==> src/rtl/core/clutx_pkg.sv <==
// ----------------------------------------------------------------------------
// clutx_pkg
// shared types, codes and color conversion for the palette pixel expander
// ----------------------------------------------------------------------------
package clutx_pkg;

    // input commands
    localparam logic [1:0] CMD_WRITE = 2'd0;
    localparam logic [1:0] CMD_PIXEL = 2'd1;
    localparam logic [1:0] CMD_NEW   = 2'd2;

    // pixel modes
    localparam logic [1:0] MODE_4BPP  = 2'd0;
    localparam logic [1:0] MODE_8BPP  = 2'd1;
    localparam logic [1:0] MODE_16BPP = 2'd2;

    // job kinds passed from front to back
    localparam logic [1:0] JOB_WRITE  = 2'd0;
    localparam logic [1:0] JOB_LOOKUP = 2'd1;
    localparam logic [1:0] JOB_DIRECT = 2'd2;

    // widest palette address the job format carries
    localparam int JOB_ADDR_W = 16;

    typedef struct packed {
        logic [1:0]            kind;
        logic [JOB_ADDR_W-1:0] addr;
        logic [15:0]           data;
        logic                  last;
    } job_t;

    // 1:5:5:5 to 8:8:8:8, all-zero word becomes transparent black
    function automatic logic [31:0] expand_color(input logic [15:0] c);
        logic [4:0] r;
        logic [4:0] g;
        logic [4:0] b;
        logic [7:0] a;
        r = c[4:0];
        g = c[9:5];
        b = c[14:10];
        a = (c == 16'h0000) ? 8'h00 : 8'hFF;
        return {a, b, b[4:2], g, g[4:2], r, r[4:2]};
    endfunction

endpackage

==> src/rtl/core/clutx_queue.sv <==
// ----------------------------------------------------------------------------
// clutx_queue
// short job queue between front and back
// ----------------------------------------------------------------------------
module clutx_queue
    import clutx_pkg::*;
(
    input  logic clk,
    input  logic rst_n,
    input  logic push,
    input  job_t push_job,
    output logic full,
    output logic q_valid,
    output job_t q_job,
    input  logic pop
);

    localparam int DEPTH = 4;
    localparam int PW    = $clog2(DEPTH);

    job_t          slot_reg [DEPTH];
    logic [PW-1:0] wr_ptr_reg;
    logic [PW-1:0] rd_ptr_reg;
    logic [PW:0]   count_reg;
    logic [PW:0]   count_next;

    assign full    = count_reg == (PW+1)'(DEPTH);
    assign q_valid = count_reg != '0;
    assign q_job   = slot_reg[rd_ptr_reg];

    always_comb
    begin
        count_next = count_reg;
        if (push && !pop)
        begin
            count_next = count_reg + (PW+1)'(1);
        end
        else if (pop && !push)
        begin
            count_next = count_reg - (PW+1)'(1);
        end
    end

    always_ff @(posedge clk or negedge rst_n)
    begin
        if (!rst_n)
        begin
            wr_ptr_reg <= '0;
            rd_ptr_reg <= '0;
            count_reg  <= '0;
        end
        else
        begin
            count_reg <= count_next;
            if (push)
            begin
                wr_ptr_reg <= wr_ptr_reg + PW'(1);
            end
            if (pop)
            begin
                rd_ptr_reg <= rd_ptr_reg + PW'(1);
            end
        end
    end

    always_ff @(posedge clk)
    begin
        if (push)
        begin
            slot_reg[wr_ptr_reg] <= push_job;
        end
    end

    a_no_overflow: assert property (@(posedge clk) disable iff (!rst_n)
        !(push && full))
        else $error("job queue overflow");

    a_no_underflow: assert property (@(posedge clk) disable iff (!rst_n)
        !(pop && !q_valid))
        else $error("job queue underflow");

endmodule

==> config.mk <==
export PLATFORM = sky130hd
export DESIGN_NAME = clutx_queue
export DESIGN_NICKNAME = d
export VERILOG_FILES = /design/src/rtl/core/clutx_pkg.sv /design/src/rtl/core/clutx_queue.sv
export SDC_FILE = /design/constraint.sdc
export NUM_CORES = 1
export LEC_CHECK = 0
export ABC_AREA = 1
export BUFFER_PORTS_ARGS = -buffer_cell sky130_fd_sc_hd__buf_2
export CAP_MARGIN = 40
export CORE_MARGIN = 5
export CORE_UTILIZATION = 60
export DETAILED_ROUTE_END_ITERATION = 7
export PLACE_DENSITY = 0.82
export SYNTH_ARGS = -nofsm -noshare
export SYNTH_HDL_FRONTEND = slang
export SYNTH_SLANG_ARGS = --single-unit
==> constraint.sdc <==
create_clock -name clk -period 4.7 [get_ports clk]
set_clock_uncertainty 0.15 [all_clocks]
set_input_delay 0.705 -clock clk [delete_from_list [all_inputs] [get_ports clk]]
set_output_delay 0.705 -clock clk [all_outputs]
set_load 0.05 [all_outputs]
======== After elaboration in Yosys (flattened, before gate mapping) ========
Memories as Yosys holds them, arrays and structs flattened.
Index checks and enable logic that the tools add are counted.
word-level totals
  memories ................................ 1
  logic and storage cells ................. 19
  output and inout port bits .............. 37
  memory bits (writable) .................. 140
  flip-flop bits (word level) ............. 7
  input bits .............................. 39
operators by class
  add/sub/neg operators ................... 4
  reductions and logical operators ........ 6
  mux-type cells .......................... 4
  eq/ne operators ......................... 1
memory list
  memory    depth  bits a word  read ports  clocked after Yosys merged registers in  wr ports  line               RTL
  slot_reg  4      35           1           0                                        1         clutx_queue.sv:21  job_t slot_reg [DEPTH];
operators with widths
  kind                   count
  $mux W3                2
  $add A2 B1 Y2 const B  2
  $add A3 B1 Y3 const B  1
  $eq A3 B3 Y1 const B   1
  $reduce_bool A3 Y1     1
  $sub A3 B1 Y3 const B  1
  $logic_and A1 B1 Y1    2
  $logic_not A1 Y1       2
  $mux W1                2
  $reduce_bool A2 Y1     1

======== Longest topological paths before layout ========
Gate-level depths: netlist (run 1).
  depth after elaboration ................. 4
  gate-level depth with buffers ........... 9
  depth with buffers taken out ............ 9

======== Worst setup path before layout (run 1) ========
No wires, ideal clock.
  kind .................................... register -> output
  from .................................... register count_reg[0]
  to ...................................... output port full
  data required time ...................... 3.845 ns
  path buffers ............................ 0
  cell stages (with the launch flop) ...... 2
  data arrival time ....................... 1.522 ns
  slack ................................... 2.323 ns
  cells stage by stage .................... dfrtp_1 > nor3_1
between the ends
  cells in the longest elaborated chain, start to end .. 1
RTL lines
  element                 line               RTL
  start, declared         clutx_queue.sv:24  logic [PW:0] count_reg;
  start signal, assigned  clutx_queue.sv:54  count_reg <= count_next;
  $eq A3 B3 Y1            clutx_queue.sv:27  assign full = count_reg == (PW+1)'(DEPTH);
  end, declared           clutx_queue.sv:12  output logic full,
No other way between the ends.

==> results of run 1 <==
==> worst max-delay path, cell delays in order (launching register included) <==
cell and delay, ns:
dfrtp_4 0.73, buf_4 0.57, o211ai_1 0.19, nand2_1 0.11
buf_2 0.27
==> metal layers <==
layer,part of all wire,vias up
met3,0.061,14
met5,0.00066,-
met1,0.40,1643
met2,0.52,103
li1,-,1734
met4,0.011,2
==> area by class of cell <==
cell class,count,area (sq um)
inverters,82,308
fillers,653,2810
well taps,133,166
clock inverters,13,125
clock buffers,19,422
flip-flops and latches,147,4380
multi-input cells,204,1120
repair buffers,83,438
==> repair_timing <==
item / 4_1_cts / 5_1_grt
hold buffers: 1 / 0
buffers inserted: 0 / 0
hold endpoints to repair: 7 / 0
resized for setup: 0 / 0
==> kinds of logic after synthesis <==
kind of cell	Yosys count	share of synthesized area
flip-flops	147	0.730
AND/OR/NAND/NOR	123	0.0778
buffers and inverters	106	0.0828
AO/OA/AOI/OAI	71	0.0901
adder cells (fa/ha/maj)	6	0.0138
XOR/XNOR	4	0.00584
==> per-stage QoR <==
stage,instances,cell area (sq um),worst slack [ns]
after CTS,681,6970,1.41
after floorplan,457,6000,2.32
after global placement,648,6410,2.04
after global routing,681,6970,1.20
final,681,6970,1.42
after detailed placement,648,6410,1.99
==> worst max-delay path by stage <==
stage | from | endpoint | cells past startpoint
3_5_place_dp | rd_ptr_reg[0] | q_job[26] | 4
3_3_place_gp | rd_ptr_reg[0] | q_job[33] | 4
2_1_floorplan | count_reg[0] | full | 1
6_report | rd_ptr_reg[0] | q_job[33] | 4
5_1_grt | rd_ptr_reg[0] | q_job[33] | 4
4_1_cts | rd_ptr_reg[0] | q_job[33] | 4
==> placed cells by master, fill, tap and decap left out, types with 4 or more instances in the layout <==
master      count
buf_2          75
buf_4           7
clkbuf_16      16
clkinv_1        4
clkinvlp_4      5
dfrtp_1         6
edfxtp_1      140
ha_1            5
inv_1          77
inv_6           5
nand2_1       119
o211ai_1       68
==> metrics.cfg, run 1 <==
[run_status]
status = finished clean

[sta]
fmax_mhz = 305
setup_viol = 0
hold_slack_ns = 0.248
fin_crit_sh = 0.698
report.final.slew_viol_count = 0
maxSlewHeadroom = 0.503
hold_viol = 0
min_period_ns = 3.28
tightest_slew_ns = 0.745
rsz0062_at_grt = false
setup_tns_ns = 0

[cells_and_area]
syn_to_final_growth_pct = 16.1
nNetsFinal = 580
antenna_cells = 0
final_core_utilization = 0.713
largest_register_ffs = 140
drive_gt1_frac = 0.212

[worst_setup_path]
r2r-end = slot_reg[3][25]
crit_path_start_kind = flop
reg2reg_setup_slack_ns = 2.54
reg2reg_depth = 4
regToRegStartpoint = wr_ptr_reg[0]
crit_required_ns = 3.85
cp_max_fo = 64
cp-end-kind = output pin
critPathKind = flop to output pin
arrival_ns = 2.43

[die]
num_io_pins = 76
start_util = 0.614
die_y_um = 110
chipWidth_um = 110
rows = 36
die-area_sq_um = 12100
core_area_sq_um = 9770

[clocking]
numCtsBuffers = 17
clock_sinks = 147
clock_latency_ns = 0.51
path_clk_slew_ns = 0.06
h-tree-depth = 4
cts_tree = built
clockBufferDepth = 2
cts_root_buf = clkbuf_8

[route]
antenna_left = 0
via_count = 3496
first_iter_violations = 189
drt-total-wl_mm = 10.5
wl_per_cell_um = 15.5
drc = 0
vias_per_cell = 5.13
firstDrtPassIters = 4

[run]
cap_violations = 0

[global_route]
grt_usage = 0.187
grt_pass1_vias = 3428
antenna_found_initial = 1
grt-ovfl-total = 0
use_met2 = 0.330
grt_max_degree = 65
gr-usage-met1 = 0.215
grt_pass1_wl_mm = 16.6
grt_use_met3 = 0.0565
grt_busiest_layer = met2

[logic_synthesis]
synth_area_leaders = edfxtp_1, o211ai_1, nand2_1
seq_area_frac_synth = 0.730
syn_inst = 457
yosysUniqueCellTypes = 20
async_flop_share = 0.0476
synth.most_common_cell = edfxtp_1
synth_top_area_frac = 0.701
yosysTopAreaCell = edfxtp_1
synth_warnings = 0
syn_area_sq_um = 6000
synth_edf_count = 140
synth.avg_cell_area_sq_um = 13.1
synth_seq_cells = 147
synthTopCellsByCount = edfxtp_1, nand2_1, inv_1
syn-num-nets = 502
synth-main-ff-cell = edfxtp_1

[worst_hold_path]
hp-start = push_job[15]
min_delay_worst_endpoint = slot_reg[3][15]
holdCritPathClass = input pin to flop
hold_depth = 1

[placement]
hpwl_mm = 6.42
gp_congestion = 0.706
place.port_buffers = 75

Power of run 1 is not shown: default switching activity piles up to over one toggle a cycle in this logic, so the estimate is an artifact.
==> run 2: changes to the inputs <==
Settings changed: CORE_UTILIZATION 60 to 52, PLACE_DENSITY 0.82 to 0.76.
Clock period 4.7 ns to 2.9 ns, I/O delays scaled along.
==> metrics.cfg, run 2 (same netlist as run 1, synthesis figures left out) <==
[worst_setup_path]
path_cells = buf_4, o211ai_1, nand2_1, buf_2  ; unchanged
cp_max_fo = 35  ; was 64
crit_end = q_job[30]  ; was q_job[33]
startpoint = rd_ptr_reg[0]  ; unchanged
arrival_ns = 1.98  ; was 2.43 ns
reg2reg_setup_slack_ns = 0.98  ; was 2.54 ns
critPathSlowestCell = dfrtp_4  ; unchanged
reg2reg_depth = 5  ; was 4
critical_path_depth = 4  ; unchanged
slowest_delay_ns = 0.64  ; was 0.73 ns
crit_path_start_kind = flop  ; unchanged
path_buf_inv = 2  ; unchanged
cp_top_family = buffers and inverters  ; unchanged
crit_required_ns = 2.32  ; was 3.85 ns
critPathKind = flop to output pin  ; unchanged
regToRegStartpoint = wr_ptr_reg[0]  ; unchanged
r2r-end = slot_reg[2][24]  ; was slot_reg[3][25]
cp-end-kind = output pin  ; unchanged

[run]
cap_violations = 0  ; unchanged

[global_route]
antenna_found_initial = 1  ; unchanged
grt-ovfl-total = 0  ; unchanged
grt_pass1_vias = 3528  ; was 3,428
grt_pass1_wl_mm = 17.3  ; was 16.6 mm
grt_usage = 0.160  ; was 0.187
grt_max_degree = 57  ; was 65

[sta]
hold_viol = 0  ; unchanged
rsz0062_at_grt = false  ; unchanged
hold_slack_ns = 0.0818  ; was 0.248 ns
tightest_slew_ns = 0.770  ; was 0.745 ns
fin_ws_ns = 0.331  ; was 1.42 ns
fmax_mhz = 389
setup_tns_ns = 0  ; unchanged
fin_crit_sh = 0.886
setup_viol = 0  ; unchanged
min_period_ns = 2.57
maxSlewHeadroom = 0.486  ; was 0.503
report.final.slew_viol_count = 0  ; unchanged

[placement]
gp_congestion = 0.722  ; was 0.706
place.port_buffers = 75  ; unchanged
dp.cells = 659  ; was 648
place_ws_ns = 0.597  ; was 1.99 ns
hpwl_mm = 6.25  ; was 6.42 mm

[die]
num_io_pins = 76  ; unchanged
start_util = 0.528  ; was 0.614
die_y_um = 117  ; was 110 um
rows = 39  ; was 36
core_area_sq_um = 11400  ; was 9770 sq um
chipWidth_um = 117  ; was 110 um
die-area_sq_um = 13800  ; was 12,100 sq um

[route]
wl_per_cell_um = 15.4  ; was 15.5 um
antenna_left = 0  ; unchanged
vias_per_cell = 5.12  ; was 5.13
drc = 0  ; unchanged
first_iter_violations = 234  ; was 189
drt-total-wl_mm = 10.7  ; was 10.5 mm
firstDrtPassIters = 4  ; unchanged
via_count = 3548  ; was 3,496

[cells_and_area]
final_common_cell = edfxtp_1  ; unchanged
final_core_utilization = 0.618  ; was 0.713
fillCellCount = 836  ; was 653
syn_to_final_growth_pct = 17.1  ; was 16.1%
nNetsFinal = 582  ; was 580
antenna_cells = 0  ; unchanged
final_cells = 693  ; was 681
largest_register_ffs = 140  ; unchanged
mostFrequentLayoutCells = edfxtp_1, nand2_1, inv_1, buf_2, o211ai_1  ; unchanged
drive_gt1_frac = 0.207  ; was 0.212

[clocking]
h-tree-depth = 4  ; unchanged
clock_latency_ns = 0.41  ; was 0.51 ns
cts_root_buf = clkbuf_16  ; was clkbuf_8
cts_tree = built  ; unchanged
clock_sinks = 147  ; unchanged
numCtsBuffers = 17  ; unchanged
path_clk_slew_ns = 0.05  ; was 0.06 ns
clockBufferDepth = 2  ; unchanged

[worst_hold_path]
holdCritPathClass = input pin to flop  ; unchanged

[power_and_ir_drop]
p_leak_uw = 0.00289
ir_drop_v = 0.000859
power.density_nw_per_um2 = 1200

[run_status]
status = finished clean  ; unchanged

run 2: metrics by stage:
stage,instance area [sq um],power (uW)
floorplan,6000,5790
global placement,6450,6430
detailed placement,6450,6510
CTS,7000,8450
global route,7020,8900
finish,7020,8420
run 2: how the worst min path moves through the flow:
stage                startpoint              to  cells past startpoint
detailed placement        rst_n   wr_ptr_reg[0]                      1
CTS                 push_job[7]  slot_reg[1][7]                      1
global route        push_job[7]  slot_reg[1][7]                      1
global placement          rst_n   wr_ptr_reg[1]                      1
floorplan                 rst_n    count_reg[0]                      0
finish              push_job[7]  slot_reg[1][7]                      1
run 2: power by group:
group	switching (uW)	internal [uW]
logic	2670	840
registers	186	2790
clock network	718	1210
total	3580	4840
run 2: final cells by class:
cell class                 instances  area, sq um  area share
timing repair buffer              85          498      0.0709
clock buffer                      32          532      0.0757
multi-input combinational        204         1120       0.160
sequential                       147         4380       0.624
tap                              143          179      0.0255
inverter                          82          308      0.0438
run 2: repair_timing:
item	in CTS	in global routing
endpoints found under the setup margin	0	2
buffers inserted	0	1
gates resized for setup	0	0
hold buffers	1	0
endpoints found under the hold margin	7	0
run 2: layer usage:
metal	GRT usage	vias up	share of wire
met1	0.201	1690	0.42
met5	0	-	0.0011
met4	0.0689	2	0.016
met3	0.0553	18	0.063
met2	0.252	104	0.50
li1	-	1734	-
(Power assumes the default switching activity.)
