## src/rtl/core/clutx_pkg.sv

```systemverilog
// ----------------------------------------------------------------------------
// clutx_pkg
// shared types, codes and color conversion for the palette pixel expander
// ----------------------------------------------------------------------------
package clutx_pkg;

    // input commands
    localparam logic [1:0] CMD_WRITE = 2'd0;
    localparam logic [1:0] CMD_PIXEL = 2'd1;
    localparam logic [1:0] CMD_NEW   = 2'd2;

    // pixel modes
    localparam logic [1:0] MODE_4BPP  = 2'd0;
    localparam logic [1:0] MODE_8BPP  = 2'd1;
    localparam logic [1:0] MODE_16BPP = 2'd2;

    // job kinds passed from front to back
    localparam logic [1:0] JOB_WRITE  = 2'd0;
    localparam logic [1:0] JOB_LOOKUP = 2'd1;
    localparam logic [1:0] JOB_DIRECT = 2'd2;

    // widest palette address the job format carries
    localparam int JOB_ADDR_W = 16;

    typedef struct packed {
        logic [1:0]            kind;
        logic [JOB_ADDR_W-1:0] addr;
        logic [15:0]           data;
        logic                  last;
    } job_t;

    // 1:5:5:5 to 8:8:8:8, all-zero word becomes transparent black
    function automatic logic [31:0] expand_color(input logic [15:0] c);
        logic [4:0] r;
        logic [4:0] g;
        logic [4:0] b;
        logic [7:0] a;
        r = c[4:0];
        g = c[9:5];
        b = c[14:10];
        a = (c == 16'h0000) ? 8'h00 : 8'hFF;
        return {a, b, b[4:2], g, g[4:2], r, r[4:2]};
    endfunction

endpackage

```

## src/rtl/core/clutx_front.sv

```systemverilog
// ----------------------------------------------------------------------------
// clutx_front
// accepts items, tracks the pixel budget and splits them into jobs
// ----------------------------------------------------------------------------
module clutx_front
    import clutx_pkg::*;
#(
    parameter int PALETTE_DEPTH = 1024
)
(
    input  logic        clk,
    input  logic        rst_n,
    input  logic        in_valid,
    output logic        in_stall,
    input  logic [1:0]  cmd,
    input  logic [9:0]  entry_index,
    input  logic [15:0] entry_color,
    input  logic [15:0] pixel_data,
    input  logic [1:0]  pixel_mode,
    input  logic [7:0]  palette_row,
    input  logic [10:0] palette_entries,
    input  logic [23:0] pixel_count,
    output logic        push,
    output job_t        push_job,
    input  logic        q_full
);

    logic        pend_valid_reg;
    logic        pend_valid_next;
    job_t        pend_job_reg;
    job_t        pend_job_next;
    logic [23:0] emitted_reg;
    logic [23:0] emitted_next;

    logic        accept;
    logic [10:0] live;
    logic [6:0]  rows4;
    logic [6:0]  pr4;
    logic [2:0]  rows8;
    logic [2:0]  pr8;
    logic [11:0] addr4_0;
    logic [11:0] addr4_1;
    logic [11:0] addr8;
    logic        inr0;
    logic        inr1;
    logic        inr8;
    logic        room0;
    logic        room1;
    logic        emit0;
    logic        emit1;
    job_t        job0;
    job_t        job1;

    assign in_stall = pend_valid_reg || q_full;
    assign accept   = in_valid && !in_stall;

    // row base, clamped to the rows present
    always_comb
    begin
        live  = (32'(palette_entries) > 32'(PALETTE_DEPTH)) ? 11'(PALETTE_DEPTH)
                                                             : palette_entries;
        rows4 = live[10:4];
        rows8 = live[10:8];
        if (rows4 == 7'd0)
        begin
            pr4 = 7'd0;
        end
        else if (palette_row >= {1'b0, rows4})
        begin
            pr4 = rows4 - 7'd1;
        end
        else
        begin
            pr4 = palette_row[6:0];
        end
        if (rows8 == 3'd0)
        begin
            pr8 = 3'd0;
        end
        else if (palette_row >= {5'b0, rows8})
        begin
            pr8 = rows8 - 3'd1;
        end
        else
        begin
            pr8 = palette_row[2:0];
        end
        addr4_0 = {1'b0, pr4, 4'b0} + {8'b0, pixel_data[3:0]};
        addr4_1 = {1'b0, pr4, 4'b0} + {8'b0, pixel_data[7:4]};
        addr8   = {1'b0, pr8, 8'b0} + {4'b0, pixel_data[7:0]};
        inr0    = addr4_0 < {1'b0, live};
        inr1    = addr4_1 < {1'b0, live};
        inr8    = addr8 < {1'b0, live};
    end

    always_comb
    begin
        room0 = emitted_reg < pixel_count;
        room1 = (emitted_reg + 24'd1) < pixel_count;
        emit0 = 1'b0;
        emit1 = 1'b0;
        job0  = '0;
        job1  = '0;
        push_job        = '0;
        push            = 1'b0;
        pend_valid_next = pend_valid_reg;
        pend_job_next   = pend_job_reg;
        emitted_next    = emitted_reg;

        if (pend_valid_reg)
        begin
            push_job = pend_job_reg;
            if (!q_full)
            begin
                push            = 1'b1;
                pend_valid_next = 1'b0;
            end
        end
        else if (accept)
        begin
            unique case (cmd)
                CMD_WRITE:
                begin
                    job0.kind = JOB_WRITE;
                    job0.addr = JOB_ADDR_W'(entry_index);
                    job0.data = entry_color;
                    emit0     = 32'(entry_index) < 32'(PALETTE_DEPTH);
                    push      = emit0;
                    push_job  = job0;
                end
                CMD_NEW:
                begin
                    emitted_next = '0;
                end
                CMD_PIXEL:
                begin
                    case (pixel_mode)
                        MODE_4BPP:
                        begin
                            emit0     = room0 && inr0;
                            emit1     = (emit0 ? room1 : room0) && inr1;
                            job0.kind = JOB_LOOKUP;
                            job0.addr = JOB_ADDR_W'(addr4_0);
                            job0.last = !emit1;
                            job1.kind = JOB_LOOKUP;
                            job1.addr = JOB_ADDR_W'(addr4_1);
                            job1.last = 1'b1;
                            if (emit0)
                            begin
                                push     = 1'b1;
                                push_job = job0;
                                if (emit1)
                                begin
                                    pend_valid_next = 1'b1;
                                    pend_job_next   = job1;
                                end
                            end
                            else if (emit1)
                            begin
                                push     = 1'b1;
                                push_job = job1;
                            end
                            emitted_next = emitted_reg + 24'(emit0) + 24'(emit1);
                        end
                        MODE_8BPP:
                        begin
                            // out of range gives a zero pixel, which is a direct zero
                            job0.kind = inr8 ? JOB_LOOKUP : JOB_DIRECT;
                            job0.addr = JOB_ADDR_W'(addr8);
                            job0.last = 1'b1;
                            push      = room0;
                            push_job  = job0;
                            if (room0)
                            begin
                                emitted_next = emitted_reg + 24'd1;
                            end
                        end
                        MODE_16BPP:
                        begin
                            job0.kind = JOB_DIRECT;
                            job0.data = pixel_data;
                            job0.last = 1'b1;
                            push      = room0;
                            push_job  = job0;
                            if (room0)
                            begin
                                emitted_next = emitted_reg + 24'd1;
                            end
                        end
                        default:
                        begin
                            push = 1'b0;
                        end
                    endcase
                end
                default:
                begin
                    push = 1'b0;
                end
            endcase
        end
    end

    always_ff @(posedge clk or negedge rst_n)
    begin
        if (!rst_n)
        begin
            pend_valid_reg <= 1'b0;
            emitted_reg    <= '0;
        end
        else
        begin
            pend_valid_reg <= pend_valid_next;
            emitted_reg    <= emitted_next;
        end
    end

    always_ff @(posedge clk)
    begin
        pend_job_reg <= pend_job_next;
    end

    // a held second pixel leaves as soon as the queue has room
    a_pend_drains: assert property (@(posedge clk) disable iff (!rst_n)
        pend_valid_reg && !q_full |=> !pend_valid_reg)
        else $error("held pixel not drained");

endmodule

```

## config.mk

```make
export PLATFORM = sky130hd
export DESIGN_NAME = clutx_front
export DESIGN_NICKNAME = d
export VERILOG_FILES = /design/src/rtl/core/clutx_pkg.sv /design/src/rtl/core/clutx_front.sv
export SDC_FILE = /design/constraint.sdc
export NUM_CORES = 1
export LEC_CHECK = 0
export ABC_AREA = 1
export BUFFER_PORTS_ARGS = -buffer_cell sky130_fd_sc_hd__buf_2
export CORE_UTILIZATION = 57
export CTS_BUF_LIST = sky130_fd_sc_hd__clkbuf_4
export DETAILED_ROUTE_END_ITERATION = 10
export GPL_ROUTABILITY_DRIVEN = 1
export HOLD_SLACK_MARGIN = 0.12
export PLACE_DENSITY = 0.88
export SYNTH_ARGS = -nofsm -noshare
export SYNTH_HDL_FRONTEND = slang
export SYNTH_SLANG_ARGS = --single-unit
```

## constraint.sdc

```tcl
create_clock -name clk -period 5 [get_ports clk]
set_input_delay 0.25 -clock clk [delete_from_list [all_inputs] [get_ports clk]]
set_output_delay 0.25 -clock clk [all_outputs]
set_load 0.02 [all_outputs]
```

Word-level counts from Yosys, hierarchy flattened
Cells that the tools add are included.
{"block": "word_totals", "memories": 0, "mem_bits_rw": 0, "rom_bits": 0, "output_inout_bits": 37, "in_bits": 93, "latch_bits": 0, "reg_bits": 37}
{"block": "classes", "add_sub_neg": 8, "n_bitwise": 1, "eq_ne": 6, "div": 0, "mux": 29, "multipliers": 0, "shift": 0, "order_cmp": 8, "reduce_logical": 14}
{"operator": "$pmux W35 S3", "count": 1}
{"operator": "$pmux W24 S2", "count": 2}
{"operator": "$mux W35", "count": 2}
{"operator": "$pmux W35 S2", "count": 1}
{"operator": "$mux W34", "count": 2}
{"operator": "$add A24 B1 Y24", "count": 2}
{"operator": "$lt A24 B24 Y1", "count": 2}
{"operator": "$lt A12 B11 Y1", "count": 3}
{"operator": "$add A11 B4 Y12", "count": 2}
{"operator": "$add A24 B1 Y24 const B", "count": 1}
{"operator": "$mux W24", "count": 1}
{"operator": "$mux W7", "count": 2}
{"operator": "$add A11 B8 Y12", "count": 1}
{"operator": "$mux W1", "count": 12}
{"operator": "$gt A11 B11 Y1 const B", "count": 1}
{"operator": "$mux W11", "count": 1}
{"operator": "$ge A8 B3 Y1", "count": 1}
{"operator": "$ge A8 B7 Y1", "count": 1}
{"operator": "$logic_not A7 Y1", "count": 1}
{"operator": "$sub A7 B1 Y7 const B", "count": 1}
{"operator": "$mux W3", "count": 2}
{"operator": "$reduce_and A6 Y1", "count": 1}
{"operator": "$reduce_and A5 Y1", "count": 1}
{"operator": "$eq A2 B1 Y1 const B", "count": 2}
{"operator": "14 further kinds", "count": 20}

Depth between registers and ports, before layout
{"block": "depth", "depth_word": 16, "mapped_depth": 40, "depth_no_buf": 39}

Worst setup path after synthesis
Ideal clock, no wire load.
{"block": "synth_timing", "path_type": "in2reg", "start": "input palette_entries[4]", "end": "register emitted_reg[21]", "cell_stages": 35, "setup_ps": 77, "arrival_ps": 4990, "setup_slack_ps": -66, "t_required_ps": 4923, "path_cell_list": "inv_1 -> nand2_1 -> nor4_1 -> a21oi_1 -> nor2_1 -> inv_1 -> ha_1 -> nand2_1 -> nor2_1 -> nand2_1 -> nand2_2 -> clkbuf_1 -> o21ai_0 -> a31oi_1 -> ha_1 -> a21o_1 -> a21oi_1 -> nand2_4 -> nor2_8 -> nand2_1 -> nor2_1 -> inv_1 -> fa_1 -> nor2_1 -> inv_1 -> nor2_1 -> inv_1 -> nor2_2 -> inv_1 -> nor2_1 -> nand2_1 -> xor2_1 -> o21ai_1 -> nand2_1 -> o21ai_1"}
{"block": "synth_between", "elab_chain_cells": 13, "word_cells_on_any_way": 18}
{"item": "start: declaration", "line_no": "clutx_front.sv:21", "rtl": "input logic [10:0] palette_entries,"}
{"item": "$gt A11 B11 Y1", "line_no": "clutx_front.sv:60", "rtl": "live = (32'(palette_entries) > 32'(PALETTE_DEPTH)) ? 11'(PALETTE_DEPTH)"}
{"item": "$mux W11 *", "line_no": "clutx_front.sv:60"}
{"item": "$sub A7 B1 Y7 / $ge A8 B7 Y1 (equally long branches)", "line_no": "clutx_front.sv:70, clutx_front.sv:68"}
{"item": "$mux W7", "line_no": "clutx_front.sv:68", "rtl": "else if (palette_row >= {1'b0, rows4})"}
{"item": "$mux W7 *", "line_no": "clutx_front.sv:64", "rtl": "if (rows4 == 7'd0)"}
{"item": "$add A11 B4 Y12 *", "line_no": "clutx_front.sv:88", "rtl": "addr4_0 = {1'b0, pr4, 4'b0} + {8'b0, pixel_data[3:0]};"}
{"item": "named net addr4_0[9]", "line_no": "clutx_front.sv:41", "rtl": "logic [11:0] addr4_0;"}
{"item": "$lt A12 B11 Y1 *", "line_no": "clutx_front.sv:91", "rtl": "inr0 = addr4_0 < {1'b0, live};"}
{"item": "$logic_and A1 B1 Y1 *", "line_no": "clutx_front.sv:140", "rtl": "emit0 = room0 && inr0;"}
{"item": "parallel branches: the longest is 2 deep, another holds $add A24 B1 Y24"}
{"item": "$add A24 B1 Y24 *", "line_no": "clutx_front.sv:163", "rtl": "emitted_next = emitted_reg + 24'(emit0) + 24'(emit1);"}
{"item": "$pmux W24 S2 *", "line_no": "clutx_front.sv:137", "rtl": "case (pixel_mode)"}
{"item": "$pmux W24 S2 *", "line_no": "clutx_front.sv:121", "rtl": "unique case (cmd)"}
{"item": "end signal: assignment", "line_no": "clutx_front.sv:214", "rtl": "emitted_reg <= emitted_next;"}
{"item": "end: declaration", "line_no": "clutx_front.sv:32", "rtl": "logic [23:0] emitted_reg;"}
Mark *: on every way through the listed nets, which the timed path passes.
A chain may end at the register's enable or synchronous reset.

Final worst setup path
Ends and elaborated chain as after synthesis.

==> flow_summary.toml <==
[run_status]
status = "finished, final reports clean"

[critical_path]
reg2regPathDepth = 31
max_stage_delay_ns = 0.38
crit_slowest_cell = "fa_1"
critPathKind = "input port to register"
cp-end-kind = "register"
crit_fanout = 13
required_ns = 5.29
cp_common_cell = "nand2_1"
cp_data_arrival_time_ns = 5.01
cp-start-kind = "input port"

[layout]
instances_no_fill = 1110
largest_reg_flops = 24
finalNetCount = 1162
drive_above_1_share_pct = 21.43
syn_to_final_growth_pct = 18.27

[floorplan]
core_area_mm2 = 0.009328
die_height_um = 100.6
start_util_pct = 59.46
die-area_mm2 = 0.01013
die_w_um = 100.6
num_rows = 35
boundaryPins = 130

[sta]
drv_slew = 0
setup_viol = 0
slew_headroom_pct = 28.75
period_needed_ns = 4.719
post-route-period-util_pct = 94.38
hold_ws_ns = 0.1494
fmax_mhz = 211.9
finalSetupTns_ns = 0
fin_skew_ns = 0.01407
worst_pin_slew_ns = 1.068
hold_viol = 0

[logic_synthesis]
ys_ff_latch = 36
ys_top_cells_by_count = "nand2_1 (227), inv_1 (102), ha_1 (88), nor2_1 (79), a21oi_1 (48)"
synth_top_family_by_area = "simple AND/OR/NAND/NOR gates"
synth_flop_cell = "dfrtp_1"
synth.cell_area_mm2 = 0.005547
ys_warn_count = 0
synth_xor_area_share_pct = 4.737
synth_area_leaders = "ha_1 (20%), nand2_1 (15%), dfrtp_1 (11%)"
synth-edff-count = 11
avgSynthCellArea_um2 = 6.580
async_reset_ff_share_pct = 69.44
yosysTopAreaCell = "ha_1"
synthAdderAreaFrac_pct = 20.21
yosys-mux-area-fraction_pct = 0
synth-compound-area-share_pct = 18.16
ys_seq_area_share_pct = 17.23
synth.most_common_cell = "nand2_1"
synthCells = 843
synthDistinctLibCells = 49
synth_top_area_share_pct = 19.85
synthSimpleGateAreaFrac_pct = 29.33

[placed_design]
port_buffers = 124
routabilityCongestion = 0.9660
dp_hpwl_mm = 12.92
dp.cells = 1100

[global_route]
grt_max_degree = 39
overflow = 0
grt_pass1_vias = 5695
antenna_found_initial = 1
grt.total_usage_pct = 32.03
grt_pass1_wl_mm = 26.13

[route]
drt_wl_total_mm = 16.05
viasPerCell = 5.650
drc_errors = 0
wl_per_cell_um = 14.46
vias = 6272
drt_first_pass_iters = 6
first_iter_violations = 438
final_antenna_net_count = 0

[cts]
clock_latency_ns = 0.36
cts_tree = "built"
clock-root-buffer = "clkbuf_4"
numCtsBuffers = 5
cts.sinks = 36
cts_max_path_buffers = 2
clkTransAtPathRegs_ns = 0.12
cts_max_level = 2

[power_and_ir_drop]
p_per_area_mw_per_mm2 = 182.6
ir_drop_mv = 0.1206
leakagePower_nw = 3.390

[min_path]
hold_depth = 1
hold_class = "input port to register"

[job]
drv_cap = 0
==> cells by family (layout without fill, tap and decap cells) <==
group	count (synthesis)	count (layout)
fa+ha+maj	89	89
other cells	1	6
simple gates	382	382
xor+xnor	30	30
compound gates	166	166
buf+inv	139	272
flops	36	36
==> report_power, final <==
group | internal [mW] | switching (mW)
Clock | 0.0640 | 0.103
Sequential | 0.335 | 0.0446
Combinational | 0.258 | 0.392
Total | 0.657 | 0.540
==> repair_timing <==
action,4_1_cts,5_1_grt
resized for setup,0,25
endpoints found under the hold margin,25,0
setup endpoints to repair,0,17
setup buffers,0,1
hold buffers,1,0
==> layout by cell type, fill, tap and decap left out, types with 4 or more instances in the layout <==
cell         n
nor2_2       8
a22oi_1      9
inv_1      102
o21ai_1      9
nor4_2       4
dfrtp_2      8
buf_2      124
nor2_1      72
nand3_1     30
conb_1       5
o2111ai_1    5
nand4_1      9
o22ai_1      7
nand2_1    227
edfxtp_1    11
o21ai_0     43
nor4_1       4
xor2_1      28
ha_1        87
a32oi_1      6
buf_4       28
nor3_1      11
clkbuf_4     7
a31oi_1     10
dfrtp_1     17
a21oi_1     46
a211oi_1     6
nand2_2      4
o21a_1       4
inv_2       10
o211ai_1     6
==> routing by layer <==
metal / wire length (µm) / track usage [%] / part of all wire, %
met1: 6825 / 43.29 / 43
met2: 7151 / 51.90 / 45
met4: 475 / 12.37 / 3.0
met5: 0 / 0 / 0
met3: 1603 / 4.300 / 10
==> final timing paths <==
kind | end | slack [ns] | start
setup / recovery | emitted_reg[21]$_DFFE_PN0P_ | 0.28 | palette_entries[4]
hold / removal | pend_job_reg[20]$_DFFE_PP_ | 0.15 | pixel_data[7]
setup reg to reg | emitted_reg[21]$_DFFE_PN0P_ | 0.32 | emitted_reg[7]$_DFFE_PN0P_
hold reg to reg | emitted_reg[1]$_DFFE_PN0P_ | 0.59 | emitted_reg[1]$_DFFE_PN0P_
max in group asynchronous | emitted_reg[11]$_DFFE_PN0P_ | 4.10 | rst_n
min in group asynchronous | emitted_reg[17]$_DFFE_PN0P_ | 0.44 | rst_n
==> layout make-up <==
cell class,instances,area (µm²)
Multi-Input combinational cell,672,4116
Fill cell,808,2768
Sequential cell,36,965.9
Timing Repair Buffer,153,840.8
Inverter,112,420.4
Tap cell,129,161.4
Clock buffer,7,52.55
Antenna cell,1,2.502
==> per-stage QoR <==
step                worst slack (ns)  power [mW]  cell area [µm²]  util, %
finish                        0.2808       1.198             6560    70.33
global placement              0.1781      0.9876             6404    68.65
detailed placement          -0.08494       1.009             6404    68.65
global route                -0.08439       1.303             6560    70.33
floorplan                    0.01461      0.8078             5565        -
CTS                          0.09659       1.179             6466    69.32
==> worst max-delay path: cells and delay by family <==
kind	cells	cell delay, ns
and+or+nand+nor	20	2.36
adders and majority gates	3	0.99
AOI/OAI and AO/OA	6	0.69
buffers and inverters	6	0.55
xor gates and xnor gates	1	0.15
No activity file was read; power rests on OpenSTA's default activity.
